[config.mk]
export PLATFORM = sky130hd
export DESIGN_NAME = lpc_synthesis_filter_top
export DESIGN_NICKNAME = d
export VERILOG_FILES = /design/src/lsf_pkg.sv /design/src/lsf_ram.sv /design/src/lpc_synthesis_filter_top.sv
export SDC_FILE = /design/constraint.sdc
export NUM_CORES = 2
export LEC_CHECK = 0
export ABC_CLOCK_PERIOD_IN_PS = 10700
export BUFFER_PORTS_ARGS = -buffer_cell sky130_fd_sc_hd__buf_4
export CORE_UTILIZATION = 45
export CTS_BUF_LIST = sky130_fd_sc_hd__clkbuf_8
export CTS_CLUSTER_DIAMETER = 100
export DETAILED_ROUTE_END_ITERATION = 16
export SYNTH_ARGS = -nofsm -noshare
export SYNTH_HDL_FRONTEND = slang
export SYNTH_SLANG_ARGS = --single-unit
[constraint.sdc]
create_clock -name clk_i -period 10.7 [get_ports clk_i]
set_input_delay 2.14 -clock clk_i [delete_from_list [all_inputs] [get_ports clk_i]]
set_output_delay 2.14 -clock clk_i [all_outputs]
set_load 0.03 [all_outputs]
[src/lsf_pkg.sv]
package lsf_pkg;

  // Field widths of one beat.
  localparam int unsigned SAMPLE_W   = 32;
  localparam int unsigned COEF_W     = 16;
  localparam int unsigned INDEX_W    = 4;
  localparam int unsigned CMD_W      = 2;
  localparam int unsigned PROD_W     = SAMPLE_W + COEF_W;
  // Coefficients carry 12 fractional bits, so products sit 12 bits above Q23.8.
  localparam int unsigned FRAC_SHIFT = 12;
  localparam int unsigned IN_DATA_W  = 56;
  localparam int unsigned OUT_DATA_W = 32;

  // Command carried in the input tuser.
  typedef enum logic [CMD_W-1:0] {
    CMD_LOAD_COEF = 2'd0,
    CMD_FILTER    = 2'd1,
    CMD_LOAD_HIST = 2'd2
  } cmd_e;

  // Sequencer states.
  typedef enum logic [1:0] {
    ST_IDLE,
    ST_RUN,
    ST_WAIT,
    ST_FINISH
  } state_e;

endpackage

[src/lsf_ram.sv]
module lsf_ram #(
  parameter int unsigned WIDTH = 32,
  parameter int unsigned DEPTH = 16
) (
  input  logic                     clk_i,
  input  logic                     we_i,
  input  logic [$clog2(DEPTH)-1:0] waddr_i,
  input  logic [WIDTH-1:0]         wdata_i,
  input  logic [$clog2(DEPTH)-1:0] raddr_i,
  output logic [WIDTH-1:0]         rdata_o
);

  logic [WIDTH-1:0] mem_q [DEPTH];
  logic [WIDTH-1:0] rdata_q;

  // One write port and one registered read port.
  always_ff @(posedge clk_i) begin
    if (we_i) begin
      mem_q[waddr_i] <= wdata_i;
    end
    rdata_q <= mem_q[raddr_i];
  end

  assign rdata_o = rdata_q;

endmodule

[src/lpc_synthesis_filter_top.sv]
// All-pole LPC synthesis filter, fixed point.
// Input channel (s_axis): tuser carries the command, tdata the index, the
// Q3.12 coefficient and the Q23.8 sample. While idle, a coefficient or history
// load takes one beat per cycle and produces no output. A filter beat computes
// y = x - sum a[k]*y[n-k] over FILTER_ORDER taps, rounds, saturates to 32 bits,
// pushes y into the history and emits one output beat.
// Output channel (m_axis): tdata is the sample, tuser is the saturation flag.
// A filter beat closes the input through the ST_RUN, ST_WAIT and ST_FINISH
// states, so no new sample is taken before the last result is loaded into the
// output register. The single multiply-accumulate walks the taps one per cycle
// from the coefficient and history memories, each read through its one read
// port.
// Reset clears all coefficients and history to zero through per-entry valid
// bits; no clearing pass is needed. If the receiver stalls, the result holds
// in the output register while loads and a further filter beat are still
// taken; that next filter result waits at its last step until the output
// register frees up.
module lpc_synthesis_filter_top import lsf_pkg::*; #(
  parameter int unsigned FILTER_ORDER = 16
) (
  input  logic                  clk_i,
  input  logic                  rst_ni,
  input  logic                  s_axis_tvalid,
  output logic                  s_axis_tready,
  // [3:0] index, [19:4] coef_value, [51:20] sample_in, [55:52] zero
  input  logic [IN_DATA_W-1:0]  s_axis_tdata,
  // [1:0] cmd
  input  logic [CMD_W-1:0]      s_axis_tuser,
  output logic                  m_axis_tvalid,
  input  logic                  m_axis_tready,
  // [31:0] sample_out
  output logic [OUT_DATA_W-1:0] m_axis_tdata,
  // [0] saturated
  output logic                  m_axis_tuser
);

  localparam int unsigned AW    = $clog2(FILTER_ORDER);
  localparam int unsigned ACC_W = PROD_W + $clog2(FILTER_ORDER) + 1;

  // Input fields.
  logic [INDEX_W-1:0]         in_index;
  logic signed [COEF_W-1:0]   in_coef;
  logic signed [SAMPLE_W-1:0] in_sample;
  logic                       in_beat;
  logic                       idx_ok;
  logic [AW:0]                idx_a;

  assign in_index  = s_axis_tdata[INDEX_W-1:0];
  assign in_coef   = s_axis_tdata[INDEX_W +: COEF_W];
  assign in_sample = s_axis_tdata[INDEX_W+COEF_W +: SAMPLE_W];
  assign in_beat   = s_axis_tvalid && s_axis_tready;
  assign idx_ok    = ({28'd0, in_index} < 32'(FILTER_ORDER));
  assign idx_a     = (AW+1)'(in_index);

  // Control and datapath registers.
  state_e                     state_q, state_d;
  logic [AW-1:0]              tap_q, tap_d;
  logic [AW-1:0]              base_q, base_d;
  logic signed [ACC_W-1:0]    acc_q, acc_d;
  logic                       rd_vld_q, rd_vld_d, rd_last_q, rd_last_d;
  logic                       prod_vld_q, prod_last_q;
  logic signed [PROD_W-1:0]   prod_q;
  logic [FILTER_ORDER-1:0]    cvld_q, cvld_d, hvld_q, hvld_d;
  logic                       cmask_q, hmask_q;
  logic                       out_vld_q, out_vld_d;
  logic [OUT_DATA_W-1:0]      out_data_q, out_data_d;
  logic                       out_sat_q, out_sat_d;

  // Memory ports.
  logic                       coef_we, hist_we;
  logic [AW-1:0]              coef_waddr, hist_waddr, coef_raddr, hist_raddr;
  logic [COEF_W-1:0]          coef_wdata, coef_rdata;
  logic [SAMPLE_W-1:0]        hist_wdata, hist_rdata;

  // Circular history: lag i lives at (base + i) mod FILTER_ORDER.
  logic [AW:0]                tap_sum, load_sum;
  logic [AW-1:0]              tap_addr, load_addr, base_m1;

  assign tap_sum   = {1'b0, base_q} + {1'b0, tap_q};
  assign tap_addr  = (tap_sum >= (AW+1)'(FILTER_ORDER)) ?
                     AW'(tap_sum - (AW+1)'(FILTER_ORDER)) : AW'(tap_sum);
  assign load_sum  = {1'b0, base_q} + idx_a;
  assign load_addr = (load_sum >= (AW+1)'(FILTER_ORDER)) ?
                     AW'(load_sum - (AW+1)'(FILTER_ORDER)) : AW'(load_sum);
  assign base_m1   = (base_q == '0) ? AW'(FILTER_ORDER - 1) : AW'(base_q - 1'b1);

  // Rounding and saturation of the finished accumulator.
  logic signed [ACC_W-1:0]    acc_rnd, acc_shr;
  logic                       clip;
  logic [OUT_DATA_W-1:0]      y_val;

  assign acc_rnd = acc_q + ACC_W'(2048);
  assign acc_shr = acc_rnd >>> FRAC_SHIFT;
  assign clip    = !((&acc_shr[ACC_W-1:SAMPLE_W-1]) || !(|acc_shr[ACC_W-1:SAMPLE_W-1]));
  assign y_val   = !clip ? acc_shr[SAMPLE_W-1:0] :
                   (acc_rnd[ACC_W-1] ? 32'h8000_0000 : 32'h7fff_ffff);

  // Tap product with never-written entries reading as zero.
  logic signed [COEF_W-1:0]   coef_eff;
  logic signed [SAMPLE_W-1:0] hist_eff;

  assign coef_eff = cmask_q ? signed'(coef_rdata) : '0;
  assign hist_eff = hmask_q ? signed'(hist_rdata) : '0;

  assign coef_raddr = tap_q;
  assign hist_raddr = tap_addr;

  // Sequencer: next state, memory writes and output register loads.
  always_comb begin
    state_d    = state_q;
    tap_d      = tap_q;
    base_d     = base_q;
    acc_d      = acc_q;
    rd_vld_d   = 1'b0;
    rd_last_d  = 1'b0;
    cvld_d     = cvld_q;
    hvld_d     = hvld_q;
    out_vld_d  = out_vld_q && !m_axis_tready;
    out_data_d = out_data_q;
    out_sat_d  = out_sat_q;
    coef_we    = 1'b0;
    coef_waddr = AW'(idx_a);
    coef_wdata = in_coef;
    hist_we    = 1'b0;
    hist_waddr = load_addr;
    hist_wdata = in_sample;
    s_axis_tready = 1'b0;

    if (prod_vld_q) begin
      acc_d = acc_q - ACC_W'(prod_q);
    end

    unique case (state_q)
      ST_IDLE: begin
        s_axis_tready = 1'b1;
        if (in_beat) begin
          unique case (s_axis_tuser)
            CMD_LOAD_COEF: begin
              if (idx_ok) begin
                coef_we = 1'b1;
                cvld_d[AW'(idx_a)] = 1'b1;
              end
            end
            CMD_LOAD_HIST: begin
              if (idx_ok) begin
                hist_we = 1'b1;
                hvld_d[load_addr] = 1'b1;
              end
            end
            CMD_FILTER: begin
              acc_d   = {{(ACC_W-SAMPLE_W-FRAC_SHIFT){in_sample[SAMPLE_W-1]}},
                         in_sample, {FRAC_SHIFT{1'b0}}};
              tap_d   = '0;
              state_d = ST_RUN;
            end
            default: ;
          endcase
        end
      end
      ST_RUN: begin
        rd_vld_d = 1'b1;
        if (tap_q == AW'(FILTER_ORDER - 1)) begin
          rd_last_d = 1'b1;
          state_d   = ST_WAIT;
        end else begin
          tap_d = tap_q + 1'b1;
        end
      end
      ST_WAIT: begin
        if (prod_vld_q && prod_last_q) begin
          state_d = ST_FINISH;
        end
      end
      ST_FINISH: begin
        if (!out_vld_q || m_axis_tready) begin
          hist_we    = 1'b1;
          hist_waddr = base_m1;
          hist_wdata = y_val;
          hvld_d[base_m1] = 1'b1;
          base_d     = base_m1;
          out_vld_d  = 1'b1;
          out_data_d = y_val;
          out_sat_d  = clip;
          state_d    = ST_IDLE;
        end
      end
      default: state_d = ST_IDLE;
    endcase
  end

  // Control registers.
  always_ff @(posedge clk_i or negedge rst_ni) begin
    if (!rst_ni) begin
      state_q     <= ST_IDLE;
      tap_q       <= '0;
      base_q      <= '0;
      rd_vld_q    <= 1'b0;
      rd_last_q   <= 1'b0;
      prod_vld_q  <= 1'b0;
      prod_last_q <= 1'b0;
      cvld_q      <= '0;
      hvld_q      <= '0;
      out_vld_q   <= 1'b0;
    end else begin
      state_q     <= state_d;
      tap_q       <= tap_d;
      base_q      <= base_d;
      rd_vld_q    <= rd_vld_d;
      rd_last_q   <= rd_last_d;
      prod_vld_q  <= rd_vld_q;
      prod_last_q <= rd_last_q;
      cvld_q      <= cvld_d;
      hvld_q      <= hvld_d;
      out_vld_q   <= out_vld_d;
    end
  end

  // Datapath registers.
  always_ff @(posedge clk_i) begin
    acc_q      <= acc_d;
    prod_q     <= coef_eff * hist_eff;
    cmask_q    <= cvld_q[coef_raddr];
    hmask_q    <= hvld_q[hist_raddr];
    out_data_q <= out_data_d;
    out_sat_q  <= out_sat_d;
  end

  // Coefficient memory, entry i holds a[i+1].
  lsf_ram #(
    .WIDTH(COEF_W),
    .DEPTH(FILTER_ORDER)
  ) u_coef_ram (
    .clk_i  (clk_i),
    .we_i   (coef_we),
    .waddr_i(coef_waddr),
    .wdata_i(coef_wdata),
    .raddr_i(coef_raddr),
    .rdata_o(coef_rdata)
  );

  // History memory, addressed as a ring around base_q.
  lsf_ram #(
    .WIDTH(SAMPLE_W),
    .DEPTH(FILTER_ORDER)
  ) u_hist_ram (
    .clk_i  (clk_i),
    .we_i   (hist_we),
    .waddr_i(hist_waddr),
    .wdata_i(hist_wdata),
    .raddr_i(hist_raddr),
    .rdata_o(hist_rdata)
  );

  assign m_axis_tvalid = out_vld_q;
  assign m_axis_tdata  = out_data_q;
  assign m_axis_tuser  = out_sat_q;

endmodule

==> metrics.cfg <==
[worst_setup_path]
crit_family=adder cells
worstPathMaxFanout=30
reg2reg_from=cmask_q$_DFF_P_
worst_path_most_repeated_cell=fa_1
crit_path_end_kind=register
worst_r2r_path_depth=25
crit_path_start=cmask_q$_DFF_P_
critical-path-max-stage-delay_ns=0.89
critical_path_class=register to register
worstPathRequired_ns=11.45
regToRegSetupSlack_ns=1.98
reg2reg_to=prod_q[46]$_DFF_P_
cp_slowest_cell=dfxtp_1
start_kind=register
arrival_ns=9.48
cp_num_buf_inv=5

[cts]
clock_sink_count=999
clkSlewWorstSetupHoldPaths_ns=0.06
clk_latency_ns=0.89
htree_num_levels=4
hold_buffers=0
clk_path_buf_depth=3
cts-root-buf=clkbuf_8
post-cts-setup-buffer-count=0
cts_tree=built
cts.repair.resized=0
cts_inserted_buffers=158

[routing]
dr.pass1.iters=5
vias=37065
drt_iter0_drc=2961
ant_nets=0
drc=0
wl_per_cell_um=23.5
drt-vias-per-instance=5.48
wl_mm=159

[global_route]
grt_max_degree=92
grt_pass1_wl_mm=241
gr-total-overflow=0
antenna_found_initial=16
grt_pass1_vias=38362
grtUsageTotal=0.246

[power_and_ir_drop]
p_leak_nw=25.7
p_per_area_nw_per_um2=287
ir_drop_mv=0.312
power_mw=18.7

[yosys]
syn_area_sq_um=59400
yosys.area.top_type=edfxtp_1
ys_seq_elements=999
yosysMostFrequentCell=edfxtp_1
seq_area_frac_synth=0.476
syn-instance-count=4769
syn_nets=5502
synthFlopType=edfxtp_1
synth.top_cell.area_share=0.405
synth_edf_count=801
yosys_warnings=0
syn_avg_cell_area_sq_um=12.4
ys_async_sr_fraction=0.0470
ys_top_cells_by_count=edfxtp_1 (801), inv_1 (642), nand2_1 (559)
ys_types=86
synthTopCellsByArea=edfxtp_1 (41%), fa_1 (16%), mux4_2 (6.3%)

[timing]
slew_headroom=0.146
final-hold-violation-count=0
timing.fmax_mhz=115
rsz0062_at_grt=false
setup_violations=0
hold_slack_ns=0.348
slew_violations=0
layout_min_cycle_time_ns=8.72
finalClockSkew_ns=0.0584
fin_tns_setup_ns=0
worst_slew_pin_slew_ns=1.25
fin_crit_sh=0.815

[floorplan]
ios=97
row_count=132
initial_core_util=0.456
die_x_um=365
fp.dieH_um=365
core-area_sq_um=130000
dieArea_sq_um=133000

[run_status]
status=finished, final reports clean

[placed_design]
dp_cells=6458
hpwlAfterDp_mm=109
gp_congestion=0.898
port_buffers=92

[finish]
finalNonFillerCells=6758
final_nets=5609
area_delta_synth_final_pct=9.85
drive_above_1_share=0.137

[min_path]
hold_class=register to register
hold_start=rd_vld_q$_DFF_PN0_
min_path_cells=0
hold_end=prod_vld_q$_DFF_PN0_

[run]
drv_cap=0

[metal layers]
layer	track usage	vias to the layer above	share of wire
li1	-	16522	-
met1	0.341	19010	0.43
met2	0.393	1257	0.47
met3	0.0373	276	0.063
met4	0.0883	0	0.032
met5	0	-	0
[worst max-delay path by stage]
stage	to	slack [ns]	cells after the start
after floorplan	prod_q[46]$_DFF_P_	3.74	27
after global placement	prod_q[46]$_DFF_P_	2.02	25
after detailed placement	prod_q[47]$_DFF_P_	1.95	23
after CTS	prod_q[47]$_DFF_P_	1.89	23
after global routing	prod_q[47]$_DFF_P_	1.44	23
final	prod_q[46]$_DFF_P_	1.98	25
[power breakdown]
part | leakage, nW | total (mW) | switching, mW | internal, mW
Clock | 1.80 | 3.13 | 1.58 | 1.54
Combinational | 14.8 | 10.1 | 6.34 | 3.73
Sequential | 9.06 | 5.52 | 0.474 | 5.05
[worst register-to-register path: cells and delay by family (launching register included)]
| family | cells | cell delay, ns |
|---|---|---|
| adders and majority gates | 7 | 3.29 |
| AOI/OAI and AO/OA | 9 | 2.39 |
| and+or+nand+nor | 3 | 1.47 |
| DFF | 1 | 0.89 |
| buffers and inverters | 5 | 0.45 |
| xor gates and xnor gates | 1 | 0.14 |
[stage by stage]
step | utilization | setup slack [ns] | area [sq um]
2_1_floorplan | - | 3.74 | 59400
3_3_place_gp | 0.477 | 2.02 | 62100
3_5_place_dp | 0.477 | 1.95 | 62100
4_1_cts | 0.501 | 1.89 | 65200
5_1_grt | 0.501 | 1.44 | 65200
6_report | 0.501 | 1.98 | 65200
[sequential cells by signal, summed over array words and instances (netlist names), 16 cells and up]
| register | cells |
|---|---|
| u_coef_ram.mem_q | 256 |
| u_hist_ram.rdata_o | 32 |
| cvld_q | 16 |
| prod_q | 48 |
| u_coef_ram.rdata_o | 16 |
| hvld_q | 16 |
| u_hist_ram.mem_q | 512 |
| m_axis_tdata | 32 |
| acc_q | 53 |
[kinds of logic after synthesis]
family          after synthesis  share of synthesized area
xor+xnor                    136                     0.0202
flops                       999                      0.476
fa+ha+maj                   671                      0.203
buf+inv                     862                     0.0565
mux                         312                     0.0894
simple gates               1199                     0.0883
compound gates              590                     0.0665
[cell type report]
class,instances,area (sq um)
Fill cell,11570,64900
Sequential cell,999,28300
Multi-Input combinational cell,2908,28000
Inverter,642,2410
Clock buffer,168,2310
Tap cell,1742,2180
Timing Repair Buffer,167,1280
Clock inverter,123,751
Antenna cell,9,22.5
[cells in the final DEF (no fill, tap or decap), types with 18 or more instances in the layout]
master and instances:
and2_1 92, nand3_1 36, dfxtp_1 150, clkbuf_8 168, a21oi_1 151, or2_2 21, o21bai_1 33, nor3_1 24
nand2_1 559, clkinv_2 18, buf_4 165, and3_1 18, nor2b_1 20, inv_1 703, mux4_2 166, o21ai_0 102
edfxtp_1 801, mux2_2 26, mux2i_1 102, xnor2_1 79, dfrtp_1 44, a21o_1 52, a221oi_1 21, o21ai_1 21
fa_1 488, ha_1 181, nor2_1 324, clkinv_1 25, a211oi_1 45, xor2_1 53, a31oi_1 46
Note: power is estimated with default switching activity, not from simulation.
